File: src/hw/rtl/pscl_pkg.sv
// Shared types, constants and helpers for the packet stream gain field clearer.
package pscl_pkg;

    localparam int MAX_LENGTH_BYTES_DEF = 4;
    localparam int LEN_W                = 28;
    localparam int PATCH_W              = 4;

    localparam logic [PATCH_W-1:0] PATCH_LEN    = 4'd9;
    localparam logic [LEN_W-1:0]   RG_TOTAL_LEN = 28'd12;
    localparam logic [7:0]         KEY_R        = 8'h52;
    localparam logic [7:0]         KEY_G        = 8'h47;
    localparam logic [7:0]         PATCH_VER    = 8'h01;

    typedef enum logic [2:0] {
        PH_MAGIC = 3'd0,
        PH_KEY0  = 3'd1,
        PH_KEY1  = 3'd2,
        PH_LEN   = 3'd3,
        PH_SKIP  = 3'd4,
        PH_PATCH = 3'd5,
        PH_DONE  = 3'd6
    } phase_t;

    typedef enum logic [1:0] {
        OC_PATCHED   = 2'd0,
        OC_NOTFOUND  = 2'd1,
        OC_BADMAGIC  = 2'd2,
        OC_MALFORMED = 2'd3
    } outcome_t;

    typedef struct packed {
        logic [7:0] data;
        outcome_t   outcome;
    } result_t;

    // Container magic "MPCK", one byte per position.
    function automatic logic [7:0] magic_byte(input logic [1:0] idx);
        logic [7:0] b;
        unique case (idx)
            2'd0:    b = 8'h4D;
            2'd1:    b = 8'h50;
            2'd2:    b = 8'h43;
            default: b = 8'h4B;
        endcase
        return b;
    endfunction

endpackage

File: src/hw/rtl/pscl_parse.sv
// Packet walker: parser state registers and the per-beat next-state logic.
module pscl_parse #(
    parameter int MAX_LENGTH_BYTES = pscl_pkg::MAX_LENGTH_BYTES_DEF
) (
    input  logic              clk,
    input  logic              rst_n,
    input  logic              step,
    input  logic [7:0]        in_byte,
    input  logic              in_last,
    output pscl_pkg::result_t res
);

    localparam int CNT_W = $clog2(MAX_LENGTH_BYTES + 1);
    localparam int LEN_W = pscl_pkg::LEN_W;
    localparam logic [CNT_W-1:0] CNT_LAST = CNT_W'(MAX_LENGTH_BYTES - 1);

    pscl_pkg::phase_t         phase_reg, phase_next;
    pscl_pkg::outcome_t       result_reg, result_next;
    logic [1:0]               magic_idx_reg, magic_idx_next;
    logic [7:0]               key_reg, key_next;
    logic [LEN_W-1:0]         len_sum_reg, len_sum_next;
    logic [CNT_W-1:0]         len_cnt_reg, len_cnt_next;
    logic [LEN_W-1:0]         skip_reg, skip_next;
    logic [pscl_pkg::PATCH_W-1:0] patch_reg, patch_next;

    logic [LEN_W-1:0] len_cat;
    logic [LEN_W-1:0] hdr_len;

    assign len_cat = {len_sum_reg[LEN_W-8:0], in_byte[6:0]};
    // Header length is the two key bytes plus the length bytes taken so far.
    assign hdr_len = LEN_W'(len_cnt_reg) + LEN_W'(3);

    always_comb
    begin
        phase_next     = phase_reg;
        result_next    = result_reg;
        magic_idx_next = magic_idx_reg;
        key_next       = key_reg;
        len_sum_next   = len_sum_reg;
        len_cnt_next   = len_cnt_reg;
        skip_next      = skip_reg;
        patch_next     = patch_reg;
        res.data       = in_byte;
        res.outcome    = pscl_pkg::OC_PATCHED;

        unique case (phase_reg)
            pscl_pkg::PH_MAGIC:
            begin
                if (in_byte != pscl_pkg::magic_byte(magic_idx_reg))
                begin
                    result_next = pscl_pkg::OC_BADMAGIC;
                    phase_next  = pscl_pkg::PH_DONE;
                end
                else if (magic_idx_reg == 2'd3)
                begin
                    magic_idx_next = 2'd0;
                    phase_next     = pscl_pkg::PH_KEY0;
                end
                else
                begin
                    magic_idx_next = magic_idx_reg + 2'd1;
                end
            end
            pscl_pkg::PH_KEY0:
            begin
                key_next   = in_byte;
                phase_next = pscl_pkg::PH_KEY1;
            end
            pscl_pkg::PH_KEY1:
            begin
                // From here on the key register only flags an "RG" key.
                key_next     = {7'd0, (key_reg == pscl_pkg::KEY_R) &&
                                      (in_byte == pscl_pkg::KEY_G)};
                len_sum_next = '0;
                len_cnt_next = '0;
                phase_next   = pscl_pkg::PH_LEN;
            end
            pscl_pkg::PH_LEN:
            begin
                len_sum_next = len_cat;
                if (in_byte[7] && (len_cnt_reg < CNT_LAST))
                begin
                    len_cnt_next = len_cnt_reg + CNT_W'(1);
                end
                else
                begin
                    len_cnt_next = '0;
                    if ((key_reg == 8'd1) && (len_cat == pscl_pkg::RG_TOTAL_LEN))
                    begin
                        result_next = pscl_pkg::OC_PATCHED;
                        patch_next  = pscl_pkg::PATCH_LEN;
                        phase_next  = pscl_pkg::PH_PATCH;
                    end
                    else if (len_cat < hdr_len)
                    begin
                        result_next = pscl_pkg::OC_MALFORMED;
                        phase_next  = pscl_pkg::PH_DONE;
                    end
                    else
                    begin
                        skip_next  = len_cat - hdr_len;
                        phase_next = (len_cat == hdr_len) ? pscl_pkg::PH_KEY0
                                                          : pscl_pkg::PH_SKIP;
                    end
                end
            end
            pscl_pkg::PH_SKIP:
            begin
                skip_next = (skip_reg != '0) ? skip_reg - LEN_W'(1) : skip_reg;
                if (skip_next == '0)
                begin
                    phase_next = pscl_pkg::PH_KEY0;
                end
            end
            pscl_pkg::PH_PATCH:
            begin
                res.data   = (patch_reg == pscl_pkg::PATCH_LEN) ? pscl_pkg::PATCH_VER
                                                                : 8'h00;
                patch_next = (patch_reg != '0) ? patch_reg - 4'd1 : patch_reg;
                if (patch_next == '0)
                begin
                    phase_next = pscl_pkg::PH_DONE;
                end
            end
            default:
            begin
                phase_next = pscl_pkg::PH_DONE;
            end
        endcase

        // The last beat reports the outcome and rearms the parser for the next file.
        if (in_last)
        begin
            res.outcome    = (phase_next == pscl_pkg::PH_MAGIC) ? pscl_pkg::OC_BADMAGIC
                                                                : result_next;
            phase_next     = pscl_pkg::PH_MAGIC;
            result_next    = pscl_pkg::OC_NOTFOUND;
            magic_idx_next = '0;
            key_next       = '0;
            len_sum_next   = '0;
            len_cnt_next   = '0;
            skip_next      = '0;
            patch_next     = '0;
        end
    end

    always_ff @(posedge clk or negedge rst_n)
    begin
        if (!rst_n)
        begin
            phase_reg     <= pscl_pkg::PH_MAGIC;
            result_reg    <= pscl_pkg::OC_NOTFOUND;
            magic_idx_reg <= '0;
            key_reg       <= '0;
            len_sum_reg   <= '0;
            len_cnt_reg   <= '0;
            skip_reg      <= '0;
            patch_reg     <= '0;
        end
        else if (step)
        begin
            phase_reg     <= phase_next;
            result_reg    <= result_next;
            magic_idx_reg <= magic_idx_next;
            key_reg       <= key_next;
            len_sum_reg   <= len_sum_next;
            len_cnt_reg   <= len_cnt_next;
            skip_reg      <= skip_next;
            patch_reg     <= patch_next;
        end
    end

endmodule

File: src/hw/rtl/packet_stream_gain_field_clearer.sv
// Top level: input register, packet walker and result register.
//
// Streams the bytes of one container file, one beat per byte, checks the "MPCK"
// magic, walks the packets and replaces the nine bytes after the length field of
// the first "RG" packet of total length 12 with version 1 and eight zeros; all
// other bytes pass through unchanged. The beat flagged last carries the outcome
// (patched, not found, bad magic, malformed) and the next beat starts a new file.
// One byte is taken per clock cycle while the output is not stalled. A byte
// accepted into the input register moves into the result register when the
// output is free, and an output stall holds it in the input register. The rate
// is set by the parser state update, which is computed combinationally between
// those two registers. The input register also serves as a skid stage, so one
// new byte can still be accepted while a finished result waits.
module packet_stream_gain_field_clearer #(
    parameter int MAX_LENGTH_BYTES = pscl_pkg::MAX_LENGTH_BYTES_DEF
) (
    input  logic       clk,
    input  logic       rst_n,
    input  logic       in_valid,
    output logic       in_stall,
    input  logic [7:0] in_byte,
    input  logic       in_last,
    output logic       out_valid,
    input  logic       out_stall,
    output logic [7:0] out_byte,
    output logic       out_last,
    output logic [1:0] outcome
);

    logic       s1_valid_reg;
    logic [7:0] s1_byte_reg;
    logic       s1_last_reg;
    logic       out_valid_reg;
    logic [7:0] out_byte_reg;
    logic       out_last_reg;
    logic [1:0] outcome_reg;

    logic              out_free;
    logic              advance;
    logic              in_take;
    pscl_pkg::result_t res;

    assign out_free = !out_valid_reg || !out_stall;
    assign advance  = s1_valid_reg && out_free;
    assign in_stall = s1_valid_reg && !out_free;
    assign in_take  = in_valid && !in_stall;

    pscl_parse #(
        .MAX_LENGTH_BYTES(MAX_LENGTH_BYTES)
    ) u_parse (
        .clk     (clk),
        .rst_n   (rst_n),
        .step    (advance),
        .in_byte (s1_byte_reg),
        .in_last (s1_last_reg),
        .res     (res)
    );

    always_ff @(posedge clk or negedge rst_n)
    begin
        if (!rst_n)
        begin
            s1_valid_reg  <= 1'b0;
            out_valid_reg <= 1'b0;
        end
        else
        begin
            if (in_take)
            begin
                s1_valid_reg <= 1'b1;
            end
            else if (advance)
            begin
                s1_valid_reg <= 1'b0;
            end

            if (advance)
            begin
                out_valid_reg <= 1'b1;
            end
            else if (!out_stall)
            begin
                out_valid_reg <= 1'b0;
            end
        end
    end

    always_ff @(posedge clk)
    begin
        if (in_take)
        begin
            s1_byte_reg <= in_byte;
            s1_last_reg <= in_last;
        end
        if (advance)
        begin
            out_byte_reg <= res.data;
            out_last_reg <= s1_last_reg;
            outcome_reg  <= res.outcome;
        end
    end

    assign out_valid = out_valid_reg;
    assign out_byte  = out_byte_reg;
    assign out_last  = out_last_reg;
    assign outcome   = outcome_reg;

endmodule
File: config.mk
export PLATFORM = sky130hd
export DESIGN_NAME = packet_stream_gain_field_clearer
export DESIGN_NICKNAME = d
export VERILOG_FILES = /design/src/hw/rtl/pscl_pkg.sv /design/src/hw/rtl/pscl_parse.sv /design/src/hw/rtl/packet_stream_gain_field_clearer.sv
export SDC_FILE = /design/constraint.sdc
export NUM_CORES = 1
export LEC_CHECK = 0
export BUFFER_PORTS_ARGS = -buffer_cell sky130_fd_sc_hd__buf_2
export CAP_MARGIN = 0
export CORE_MARGIN = 2
export CORE_UTILIZATION = 40
export CTS_CLUSTER_DIAMETER = 120
export DETAILED_ROUTE_END_ITERATION = 8
export PLACE_DENSITY = 0.62
export SYNTH_ARGS = -nofsm -noshare
export SYNTH_HDL_FRONTEND = slang
export SYNTH_SLANG_ARGS = --single-unit
File: constraint.sdc
create_clock -name clk -period 6.15 [get_ports clk]
set_clock_uncertainty 0.2 [all_clocks]
set_input_delay 0.3075 -clock clk [delete_from_list [all_inputs] [get_ports clk]]
set_output_delay 0.3075 -clock clk [all_outputs]
set_load 0.03 [all_outputs]
==> out/summary.txt <==
hold depth: 1
min-delay worst type: reg -> reg
R2R Setup Slk: 2.21 ns
drt initial violations: 452
synthesis-stage register bit count: 93
worst hold margin: 0.309 ns
CTS tree: yes
Tot Pwr: 2790 uW
nets@finish: 699
PortBufs: 25
top-level I/O count: 26
Mapped Cells: 660
depth of the CTS H-tree: 3
number of max-cap violations: 0
Seq/Total Area, Yosys: 0.413
largest family of logic cells by synthesized area: simple AND/OR/NAND/NOR gates
Final Max Tran Viols: 0
final hold violations: 0
mapped cell area: 5880 um2
clk buf depth: 2
vias: 5200
GRT Residual Overflow: 0
Lkg Pwr: 0.00269 uW
predominant post-synthesis flop cell: dfrtp_1
top-count cell post-synth: dfrtp_1
final non-filler cell total: 860
RSZ-0062 raised after global routing: false
Crit Path Category: reg -> reg
RePlAce Congestion: 0.916
leading area contributor after synthesis: dfrtp_1
first-pass iteration count of the detailed router: 5
Root Buffer: clkbuf_16
xor-xnor portion of the synthesized cell area: 0.0581
Sink Count: 93
ranking of synthesized cells by area: dfrtp_1, edfxtp_1, a22o_1
largest net degree at the start of global routing: 74
Die Y: 125 um
min-delay src: s1_valid_reg
Largest register FFs: 28
placed cells: 832
P&R area growth vs syn: 10.5%
WL per Instance: 18.9 um
post-synthesis mux area share: 0.00915
# diodes: 0
most instantiated cells after synthesis: dfrtp_1, nand2_1, nor2_1, o21ai_0
RR Endpoint: u_parse.skip_reg[9]
Initial Utilization: 0.408
syn_area_per_cell: 8.91 um2
number of global-route vias before repair: 4894
status: complete, no violations
final WL: 16200 um
first-pass GRT wire length: 26200 um
cells on worst reg2reg path: 12
Synth Area in Simple Gates: 0.238
Die X: 125 um
Setup TNS Final: 0 ns
fin crit period: 3.94 ns
Core Footprint: 14400 um2
Skew-Pair Late Insertion Delay: 0.36 ns
Post-synth EDFFs: 20
synthesis warning total: 0
post-synthesis adder-cell area fraction: 0.0332
post-synth net total: 688
Worst-path clk slew: 0.07 ns
Final WS setup: 2.21 ns
Worst EP arrival: 3.95 ns
cts bufs inserted: 9
crit share post-route: 0.640
postcts setup bufs: 0
CP Max Fanout: 29
pre-CTS setup slack: 2.25 ns
initial antenna violation count: 0
die area: 15700 um2
number of vias per cell: 6.05
Worst EP required: 6.16 ns
placed wire-length estimate: 11100 um
Netlist cell types: 66
layout cells sized above 1: 0.0932
worst-margin pin slew: 1.07 ns
Rel. slew slack: 0.287
Synth top area share: 0.306
Post-synth ARST share: 0.785
site row count: 44
Worst Hold Path EP: out_valid
Routed Antenna Nets: 0
Max Fclk: 254 MHz
worst reg2reg startpoint: u_parse.len_cnt_reg[0]
CP Capture Type: flop
total track usage: 0.208
# DRC: 0
Fill cells: 1406
pwr/cell area: 430 nW/um2
CP Launch Type: flop
Final Setup Violations: 0
VDD IR-drop max: 0.000190 V
post-synthesis compound-gate area fraction: 0.205
-- power by group --
part           total (uW)  switching, uW  internal, uW
registers             959            202           758
logic                1280            799           482
clock network         554            270           284
total                2790           1270          1520
-- how the worst max path moves through the flow --
stage / start / end / depth (start not counted)
5_1_grt: u_parse.len_cnt_reg[0] / u_parse.skip_reg[9] / 12
3_5_place_dp: u_parse.len_cnt_reg[0] / u_parse.skip_reg[9] / 12
3_3_place_gp: u_parse.len_cnt_reg[0] / u_parse.skip_reg[9] / 12
4_1_cts: u_parse.len_cnt_reg[0] / u_parse.skip_reg[9] / 12
6_report: u_parse.len_cnt_reg[0] / u_parse.skip_reg[9] / 12
2_1_floorplan: u_parse.skip_reg[0] / u_parse.phase_reg[2] / 12
-- through the flow --
stage,util,cell area (um2)
final,0.451,6500
after global routing,0.451,6500
after CTS,0.451,6500
after detailed placement,0.422,6080
after global placement,0.422,6080
after floorplan,-,5880
-- critical path, cell delays in order, from the launching register on --
cell	delay [ns]
dfrtp_1	0.41
inv_1	0.08
ha_1	0.20
xor2_1	0.14
ha_1	0.33
nor2b_1	0.15
o21a_1	0.21
nor3_2	0.48
o21ai_2	0.13
a211o_1	0.32
nand2_1	0.78
or4_1	0.23
o311ai_0	0.13
-- per-layer routing --
layer	global-route usage	routed length (um)	share of wire	up-vias
li1	-	-	-	2453
met1	0.297	7640	0.47	2542
met2	0.318	7350	0.45	177
met3	0.0449	918	0.057	28
met4	0.0641	312	0.019	0
met5	0	0	0	-
-- timing repair --
action	4_1_cts	5_1_grt
hold endpoints to repair	83	0
gates resized for setup	0	0
hold buffers	12	0
-- cells by family after synthesis --
family	after synthesis
compound gates	181
xor+xnor	39
fa+ha+maj	15
buf+inv	59
flops	93
mux	5
simple gates	268
-- cell type report --
type,count,area [um2],share of cell area
clock buffer,9,225,0.0347
clock inverter,7,70.1,0.0108
inverter,18,67.6,0.0104
multi-input combinational,508,3200,0.492
sequential,93,2430,0.374
tap,184,230,0.0354
timing repair buffer,41,278,0.0427
-- cell usage in the layout, fill, tap and decap left out, types with 5 or more instances in the layout --
master         Yosys  final
dfrtp_1           72     72
nand2_1           69     69
nor2_1            60     60
o21ai_0           49     48
a22o_1            33     33
a21oi_1           26     26
nor3_1            24     24
buf_2              5     24
xnor2_1           22     22
nor4_1            20     20
edfxtp_1          20     20
inv_1             17     17
xor2_1            17     17
o21ai_1           14     15
or3_1             15     15
ha_1              14     14
dlygate4sd3_1      0     12
nand2b_1          11     11
and2_1            10     10
nand3_1            9      9
clkbuf_16          0      9
nor2b_1            8      8
a31oi_1            8      8
and3_1             7      7
or4_1              7      7
o22ai_1            7      7
nand4_1            6      6
o41ai_1            5      5
o31ai_1            5      5
buf_4              0      5
Note: power is estimated with default switching activity, not from simulation.
